--- src/rtl/core/chr_latch_bank_mapper_top_macros.svh ---
// -----------------------------------------------------------------------------
// chr_latch_bank_mapper_top_macros
// Assertion macros used by the mapper top module.
// -----------------------------------------------------------------------------
`ifndef CHR_LATCH_BANK_MAPPER_TOP_MACROS_SVH
`define CHR_LATCH_BANK_MAPPER_TOP_MACROS_SVH

// Same-cycle implication, checked outside reset
`define CLBM_ASSERT_NOW(label, clk, rst, ante, cons, msg) \
   label: assert property (@(posedge clk) disable iff (rst) (ante) |-> (cons)) else $error(msg);

// Next-cycle implication, checked outside reset
`define CLBM_ASSERT_NEXT(label, clk, rst, ante, cons, msg) \
   label: assert property (@(posedge clk) disable iff (rst) (ante) |=> (cons)) else $error(msg);

`endif

--- src/rtl/core/chr_lbm_pkg.sv ---
// -----------------------------------------------------------------------------
// chr_lbm_pkg
// Types and constants for the picture-latch bank mapper.
// -----------------------------------------------------------------------------
`timescale 1ns / 1ps

package chr_lbm_pkg;

   localparam int unsigned BankWidth    = 8;
   localparam int unsigned PrgBankCount = 3;
   localparam int unsigned ChrBankCount = 4;

   // access kinds
   localparam logic ACTION_CPU_WRITE = 1'b0;
   localparam logic ACTION_CHR_READ  = 1'b1;

   // tile offsets inside the 1 KB window that trip a latch
   localparam logic [9:0] LATCH_SET_OFFSET  = 10'h3D8;
   localparam logic [9:0] LATCH_CLR_OFFSET  = 10'h3E8;
   localparam logic [9:0] HIGH_OFFSET_MASK  = 10'h3F8;

   // 1 KB windows that hold the latch tiles
   localparam logic [3:0] LOW_LATCH_WINDOW  = 4'd3;
   localparam logic [3:0] HIGH_LATCH_WINDOW = 4'd7;

   // program bank register indexes
   localparam logic [1:0] PRG_IDX_8000 = 2'd0;
   localparam logic [1:0] PRG_IDX_A000 = 2'd1;
   localparam logic [1:0] PRG_IDX_C000 = 2'd2;

   typedef logic [BankWidth-1:0] bank_type;

   // decoded update for one access
   typedef struct packed {
      logic       prg_we;
      logic [1:0] prg_idx;
      logic       chr_we;
      logic [1:0] chr_idx;
      bank_type   data;
      logic       lo_set;
      logic       lo_clr;
      logic       hi_set;
      logic       hi_clr;
      logic       serve_low;
      logic       serve_high;
   } bank_cmd_type;

   // bank selection after an access
   typedef struct packed {
      bank_type [PrgBankCount-1:0] prg;
      bank_type                    chr_low;
      bank_type                    chr_high;
      bank_type                    served;
      logic                        latch_lo;
      logic                        latch_hi;
   } bank_view_type;

endpackage

--- src/rtl/core/chr_latch_bank_mapper_top.sv ---
// Picture-latch bank mapper. Takes one bus access (CPU write or picture read)
// per clock and returns one result beat per access. An accepted access sits
// in the input register, then goes through the bank update into the result
// register. Throughput is one access every cycle as long as the result side
// does not stall; the result register lets a new access enter while a
// finished result is still waiting. Each result shows the program banks,
// the latch-selected picture banks and the mirroring mode as they stand
// after the access, plus the bank that served a picture read before any
// latch change (zero for writes and for reads with address[13:0] >= $2000).
// -----------------------------------------------------------------------------
// chr_latch_bank_mapper_top
// Input register, bank update logic and result register.
// -----------------------------------------------------------------------------
`timescale 1ns / 1ps

`include "chr_latch_bank_mapper_top_macros.svh"

module chr_latch_bank_mapper_top
   import chr_lbm_pkg::*;
(
   input  logic        clock,
   input  logic        reset,
   input  logic        req_valid,
   output logic        req_stall,
   input  logic        req_action,
   input  logic [15:0] req_address,
   input  logic [7:0]  req_data,
   output logic        rsp_valid,
   input  logic        rsp_stall,
   output logic [7:0]  rsp_prg_bank_8000,
   output logic [7:0]  rsp_prg_bank_a000,
   output logic [7:0]  rsp_prg_bank_c000,
   output logic [7:0]  rsp_chr_bank_low,
   output logic [7:0]  rsp_chr_bank_high,
   output logic [1:0]  rsp_mirroring,
   output logic [7:0]  rsp_read_chr_bank
);

   logic          s1_valid_ff, s1_valid_in;
   logic          action_ff;
   logic [15:0]   address_ff;
   logic [7:0]    data_ff;
   logic          req_accept;
   logic          s1_advance;
   logic          rsp_valid_ff, rsp_valid_in;
   bank_view_type view;
   bank_view_type view_ff;
   bank_cmd_type  cmd;

   // move the input beat on when the result register is free or being taken
   assign s1_advance = s1_valid_ff && (!rsp_valid_ff || !rsp_stall);
   assign req_stall  = s1_valid_ff && !s1_advance;
   assign req_accept = req_valid && !req_stall;

   always_comb begin
      if (req_accept) begin
         s1_valid_in = 1'b1;
      end else if (s1_advance) begin
         s1_valid_in = 1'b0;
      end else begin
         s1_valid_in = s1_valid_ff;
      end
   end

   // hold the accepted beat
   always_ff @(posedge clock) begin
      if (reset) begin
         s1_valid_ff <= 1'b0;
      end else begin
         s1_valid_ff <= s1_valid_in;
      end
   end

   always_ff @(posedge clock) begin
      if (req_accept) begin
         action_ff  <= req_action;
         address_ff <= req_address;
         data_ff    <= req_data;
      end
   end

   chr_lbm_decode u_decode (
      .action  (action_ff),
      .address (address_ff),
      .data    (data_ff),
      .cmd     (cmd)
   );

   chr_lbm_regs u_regs (
      .clock   (clock),
      .reset   (reset),
      .advance (s1_advance),
      .cmd     (cmd),
      .view    (view)
   );

   // result register: load on advance, drop once taken
   always_comb begin
      if (s1_advance) begin
         rsp_valid_in = 1'b1;
      end else if (rsp_stall) begin
         rsp_valid_in = rsp_valid_ff;
      end else begin
         rsp_valid_in = 1'b0;
      end
   end

   always_ff @(posedge clock) begin
      if (reset) begin
         rsp_valid_ff <= 1'b0;
      end else begin
         rsp_valid_ff <= rsp_valid_in;
      end
   end

   always_ff @(posedge clock) begin
      if (s1_advance) begin
         view_ff <= view;
      end
   end

   assign rsp_valid         = rsp_valid_ff;
   assign rsp_prg_bank_8000 = view_ff.prg[0];
   assign rsp_prg_bank_a000 = view_ff.prg[1];
   assign rsp_prg_bank_c000 = view_ff.prg[2];
   assign rsp_chr_bank_low  = view_ff.chr_low;
   assign rsp_chr_bank_high = view_ff.chr_high;
   assign rsp_mirroring     = view_ff.chr_low[BankWidth-1:BankWidth-2];
   assign rsp_read_chr_bank = view_ff.served;

   // checks
   `CLBM_ASSERT_NEXT(a_adv_fills_rsp, clock, reset, s1_advance, rsp_valid_ff, "advanced beat lost")
   `CLBM_ASSERT_NOW(a_stall_needs_beat, clock, reset, req_stall, s1_valid_ff && rsp_valid_ff, "stall without a held beat")
   `CLBM_ASSERT_NEXT(a_lo_latch_set, clock, reset, s1_advance && cmd.lo_set, view.latch_lo, "low latch not set")
   `CLBM_ASSERT_NEXT(a_hi_latch_clr, clock, reset, s1_advance && cmd.hi_clr, !view.latch_hi, "high latch not cleared")

endmodule

--- src/rtl/core/chr_lbm_decode.sv ---
// -----------------------------------------------------------------------------
// chr_lbm_decode
// Decode one bus access into register writes and latch updates.
// -----------------------------------------------------------------------------
`timescale 1ns / 1ps

module chr_lbm_decode
   import chr_lbm_pkg::*;
(
   input  logic         action,
   input  logic [15:0]  address,
   input  logic [7:0]   data,
   output bank_cmd_type cmd
);

   logic        is_write;
   logic        is_read;
   logic [13:0] pa;
   logic [3:0]  kb;
   logic [9:0]  off;
   logic [9:0]  off_hi;
   logic        top_window;

   assign is_write   = (action == ACTION_CPU_WRITE);
   assign is_read    = (action == ACTION_CHR_READ);
   assign pa         = address[13:0];
   assign kb         = pa[13:10];
   assign off        = pa[9:0];
   assign off_hi     = pa[9:0] & HIGH_OFFSET_MASK;
   assign top_window = (address[15:13] == 3'b111);

   // map CPU writes onto the bank registers
   always_comb begin
      cmd.prg_we  = is_write && address[15] && !top_window;
      cmd.prg_idx = address[14:13];
      cmd.chr_we  = is_write && top_window;
      cmd.chr_idx = address[11:10];
      cmd.data    = data;
   end

   // latch tiles and the half serving a picture read
   always_comb begin
      cmd.lo_set     = is_read && (kb == LOW_LATCH_WINDOW) && (off == LATCH_SET_OFFSET);
      cmd.lo_clr     = is_read && (kb == LOW_LATCH_WINDOW) && (off == LATCH_CLR_OFFSET);
      cmd.hi_set     = is_read && (kb == HIGH_LATCH_WINDOW) && (off_hi == LATCH_SET_OFFSET);
      cmd.hi_clr     = is_read && (kb == HIGH_LATCH_WINDOW) && (off_hi == LATCH_CLR_OFFSET);
      cmd.serve_low  = is_read && (pa[13:12] == 2'b00);
      cmd.serve_high = is_read && (pa[13:12] == 2'b01);
   end

endmodule

--- src/rtl/core/chr_lbm_regs.sv ---
// -----------------------------------------------------------------------------
// chr_lbm_regs
// Program and picture bank registers plus the two half latches.
// -----------------------------------------------------------------------------
`timescale 1ns / 1ps

module chr_lbm_regs
   import chr_lbm_pkg::*;
(
   input  logic          clock,
   input  logic          reset,
   input  logic          advance,
   input  bank_cmd_type  cmd,
   output bank_view_type view
);

   bank_type [PrgBankCount-1:0] prg_ff, prg_in;
   bank_type [ChrBankCount-1:0] chr_ff, chr_in;
   logic                        latch_lo_ff, latch_lo_in;
   logic                        latch_hi_ff, latch_hi_in;

   // apply register writes
   always_comb begin
      prg_in = prg_ff;
      chr_in = chr_ff;
      if (cmd.prg_we) begin
         case (cmd.prg_idx)
            PRG_IDX_8000: prg_in[0] = cmd.data;
            PRG_IDX_A000: prg_in[1] = cmd.data;
            PRG_IDX_C000: prg_in[2] = cmd.data;
            default:      prg_in    = prg_ff;
         endcase
      end
      if (cmd.chr_we) begin
         chr_in[cmd.chr_idx] = cmd.data;
      end
   end

   // set or clear the latches on their tiles
   always_comb begin
      latch_lo_in = latch_lo_ff;
      latch_hi_in = latch_hi_ff;
      if (cmd.lo_set) begin
         latch_lo_in = 1'b1;
      end else if (cmd.lo_clr) begin
         latch_lo_in = 1'b0;
      end
      if (cmd.hi_set) begin
         latch_hi_in = 1'b1;
      end else if (cmd.hi_clr) begin
         latch_hi_in = 1'b0;
      end
   end

   // hold state, advance with each beat
   always_ff @(posedge clock) begin
      if (reset) begin
         prg_ff      <= '0;
         chr_ff      <= '0;
         latch_lo_ff <= 1'b0;
         latch_hi_ff <= 1'b0;
      end else if (advance) begin
         prg_ff      <= prg_in;
         chr_ff      <= chr_in;
         latch_lo_ff <= latch_lo_in;
         latch_hi_ff <= latch_hi_in;
      end
   end

   // report banks after the access; the served bank uses the old latch
   always_comb begin
      view.prg      = prg_in;
      view.chr_low  = chr_in[{1'b0, latch_lo_in}];
      view.chr_high = chr_in[{1'b1, latch_hi_in}];
      view.latch_lo = latch_lo_ff;
      view.latch_hi = latch_hi_ff;
      if (cmd.serve_low) begin
         view.served = chr_ff[{1'b0, latch_lo_ff}];
      end else if (cmd.serve_high) begin
         view.served = chr_ff[{1'b1, latch_hi_ff}];
      end else begin
         view.served = '0;
      end
   end

endmodule

--- config.mk ---
export PLATFORM = sky130hd
export DESIGN_NAME = chr_latch_bank_mapper_top
export DESIGN_NICKNAME = d
export VERILOG_FILES = /design/src/rtl/core/chr_lbm_pkg.sv /design/src/rtl/core/chr_latch_bank_mapper_top.sv /design/src/rtl/core/chr_lbm_decode.sv /design/src/rtl/core/chr_lbm_regs.sv
export VERILOG_INCLUDE_DIRS = /design/src /design/src/rtl/core
export SDC_FILE = /design/constraint.sdc
export NUM_CORES = 1
export LEC_CHECK = 0
export BUFFER_PORTS_ARGS = -buffer_cell sky130_fd_sc_hd__buf_4
export CAP_MARGIN = 20
export CORE_MARGIN = 8
export CORE_UTILIZATION = 52
export DETAILED_ROUTE_END_ITERATION = 8
export GPL_ROUTABILITY_DRIVEN = 0
export GPL_TIMING_DRIVEN = 0
export PLACE_DENSITY = 0.79
export SLEW_MARGIN = 20
export SYNTH_ARGS = -nofsm -noshare
export SYNTH_HDL_FRONTEND = slang
export SYNTH_HIERARCHICAL = 1
export SYNTH_SLANG_ARGS = --single-unit
--- constraint.sdc ---
create_clock -name clock -period 6.1 [get_ports clock]
set_input_delay 1.22 -clock clock [delete_from_list [all_inputs] [get_ports clock]]
set_output_delay 1.22 -clock clock [all_outputs]
set_load 0.1 [all_outputs]
==> results.cfg <==
[detailed_routing]
drc = 0
routedWlPerCell_um = 19.11
drt_first_iter_violations = 428
viasPerCell = 5.860
vias = 4676
antenna_left = 0
wl_mm = 15.25
drtPass1Iterations = 7

[pwr]
power_leakage_nw = 2.754
netSwitchingPower_uw = 550.2
clockPowerShare_pct = 45.2
swShare_pct = 25.30
power_frac_seq_pct = 45.0
powerDensity_mw_per_mm2 = 294.0
power_mw = 2.175
combinationalPowerShare_pct = 9.8
p_int_mw = 1.624
peakVddDrop_uv = 192.6

[cts]
post_cts.repair.setup_buffers = 0
cts_hold_buf = 0
h-tree-depth = 4
tritoncts = done
cts_buffer_depth = 2
cts_sinks = 133
insertion_delay_ns = 0.42
cts.repair.resized = 0
root_buffer = clkbuf_16
clkSlewWorstSetupHoldPaths_ns = 0.06
cts_buffers = 17

[finish]
final_util_pct = 65.62
area_delta_synth_final_pct = 24.31
final.fill_count = 860
reg.largest.list = u_regs/chr_ff: 32 flops, u_regs/prg_ff: 24 flops, address_ff: 16 flops
top_register = u_regs/chr_ff
largest_reg_flops = 32
n_antenna_cell = 0
layout-drive-gt1-share_pct = 29.01
layout.nets = 671

[timing]
rsz0062_at_grt = no
timing.final.max_slew_violations = 0
fin_crit_sh_pct = 49.97
hold_ws_ns = 0.4586
hold_viol_final = 0
maxSlewHeadroom_pct = 53.92
setup_viol = 0
clock_skew_ns = 0.01087
tightest_slew_ns = 0.6898
timing.fmax_ghz = 0.3281
min_period_ns = 3.048

[outcome]
status = finished clean

[floorplan]
io_pins = 81
start_util_pct = 52.79
core_region_area_mm2 = 0.01127
num_rows = 39
dieArea_mm2 = 0.01512
die_x_um = 123.0
die_h_um = 123.0

[worst_setup_path]
worstSetupPathType = in -> out
cp_max_fo = 3
worstPathArrival_ns = 1.83
endpoint_kind = output pin
cp.required_ns = 4.88
critPathLaunchType = input pin

[synthesis]
synth_fp_nets = 569
ys_warn_count = 6
synth.avg_cell_area_um2 = 11.02
syn_area_mm2 = 0.005951
synthCells = 540

[grt]
grt_pass1_vias = 4586
grt_usage_pct = 20.35
antenna_found_initial = 0
grt.overflow.total = 0
grt_pass1_wl_mm = 23.49
grt_max_degree = 28

[flow_run]
drv_cap = 0

[placement]
dpl.hpwl_mm = 10.44
portBuffers = 80

[worst_hold_path]
hold_class = reg -> reg
layout make-up:
class / instances / area (µm²) / share of cell area (%)
well taps: 143 / 178.9 / 2.419
plain buffers: 58 / 321.6 / 4.347
repair buffers: 83 / 666.9 / 9.016
clock inverters: 13 / 122.6 / 1.658
flip-flops and latches: 133 / 3393 / 45.87
inverters: 6 / 22.52 / 0.3045
clock buffers: 19 / 464.2 / 6.275
multi-input cells: 343 / 2227 / 30.11
routing by layer:
| metal | GRT usage (%) | up-vias | share of wire [%] |
|---|---|---|---|
| met5 | 0 | - | 0 |
| met4 | 11.29 | 0 | 3.9 |
| met3 | 4.977 | 53 | 9.3 |
| met2 | 32.18 | 267 | 47 |
| met1 | 25.28 | 2200 | 40 |
| li1 | - | 2156 | - |
metrics by stage:
stage | setup slack, ns | cells | area (µm²) | setup TNS, ns
6_report | 3.052 | 798 | 7397 | 0
5_1_grt | 3.013 | 798 | 7397 | 0
4_1_cts | 3.046 | 798 | 7397 | 0
3_5_place_dp | 3.050 | 766 | 6810 | 0
3_3_place_gp | -0.07909 | 763 | 6730 | -0.6262
2_1_floorplan | 1.158 | 540 | 5951 | 0
worst max-delay path, cell delays in order:
cell	delay [ns]
buf_4	0.11
nand3_2	0.10
inv_1	0.10
buf_4	0.29
placed cells by master, fill, tap and decap left out, drive strengths merged, types with 3 or more instances in the layout:
cell	instances
a2111oi	8
a21oi	57
a222oi	10
a22oi	8
a311oi	6
and2	9
and4b	5
buf	114
clkbuf	46
clkinv	3
clkinvlp	6
dfxtp	60
edfxtp	73
inv	9
mux2	32
mux2i	24
nand2	105
nand2b	5
nand3	3
nand3b	6
nand4b	4
nor2	25
nor2b	4
nor4	4
nor4bb	8
o21ai	8
power by group through the flow:
stage          registers (mW)  clock network, mW  logic (mW)
2_1_floorplan            1.08                  0      0.0630
3_3_place_gp            0.998                  0       0.201
3_5_place_dp            0.998                  0       0.211
4_1_cts                 0.979               1.00       0.211
5_1_grt                 0.981               1.04       0.220
6_report                0.979              0.984       0.212
worst paths after layout:
kind,from,end,slack (ns),cells after the start
worst min-delay path,u_regs/prg_ff[10]$_SDFFE_PP0P_,u_regs/prg_ff[10]$_SDFFE_PP0P_,0.46,2
worst max-delay path,rsp_stall,req_stall,3.05,4
worst min register to register,u_regs/prg_ff[10]$_SDFFE_PP0P_,u_regs/prg_ff[10]$_SDFFE_PP0P_,0.46,2
worst max register to register,address_ff[13]$_DFFE_PP_,rsp_chr_bank_high[2]$_DFFE_PP_,3.66,6
(Power assumes the default switching activity.)
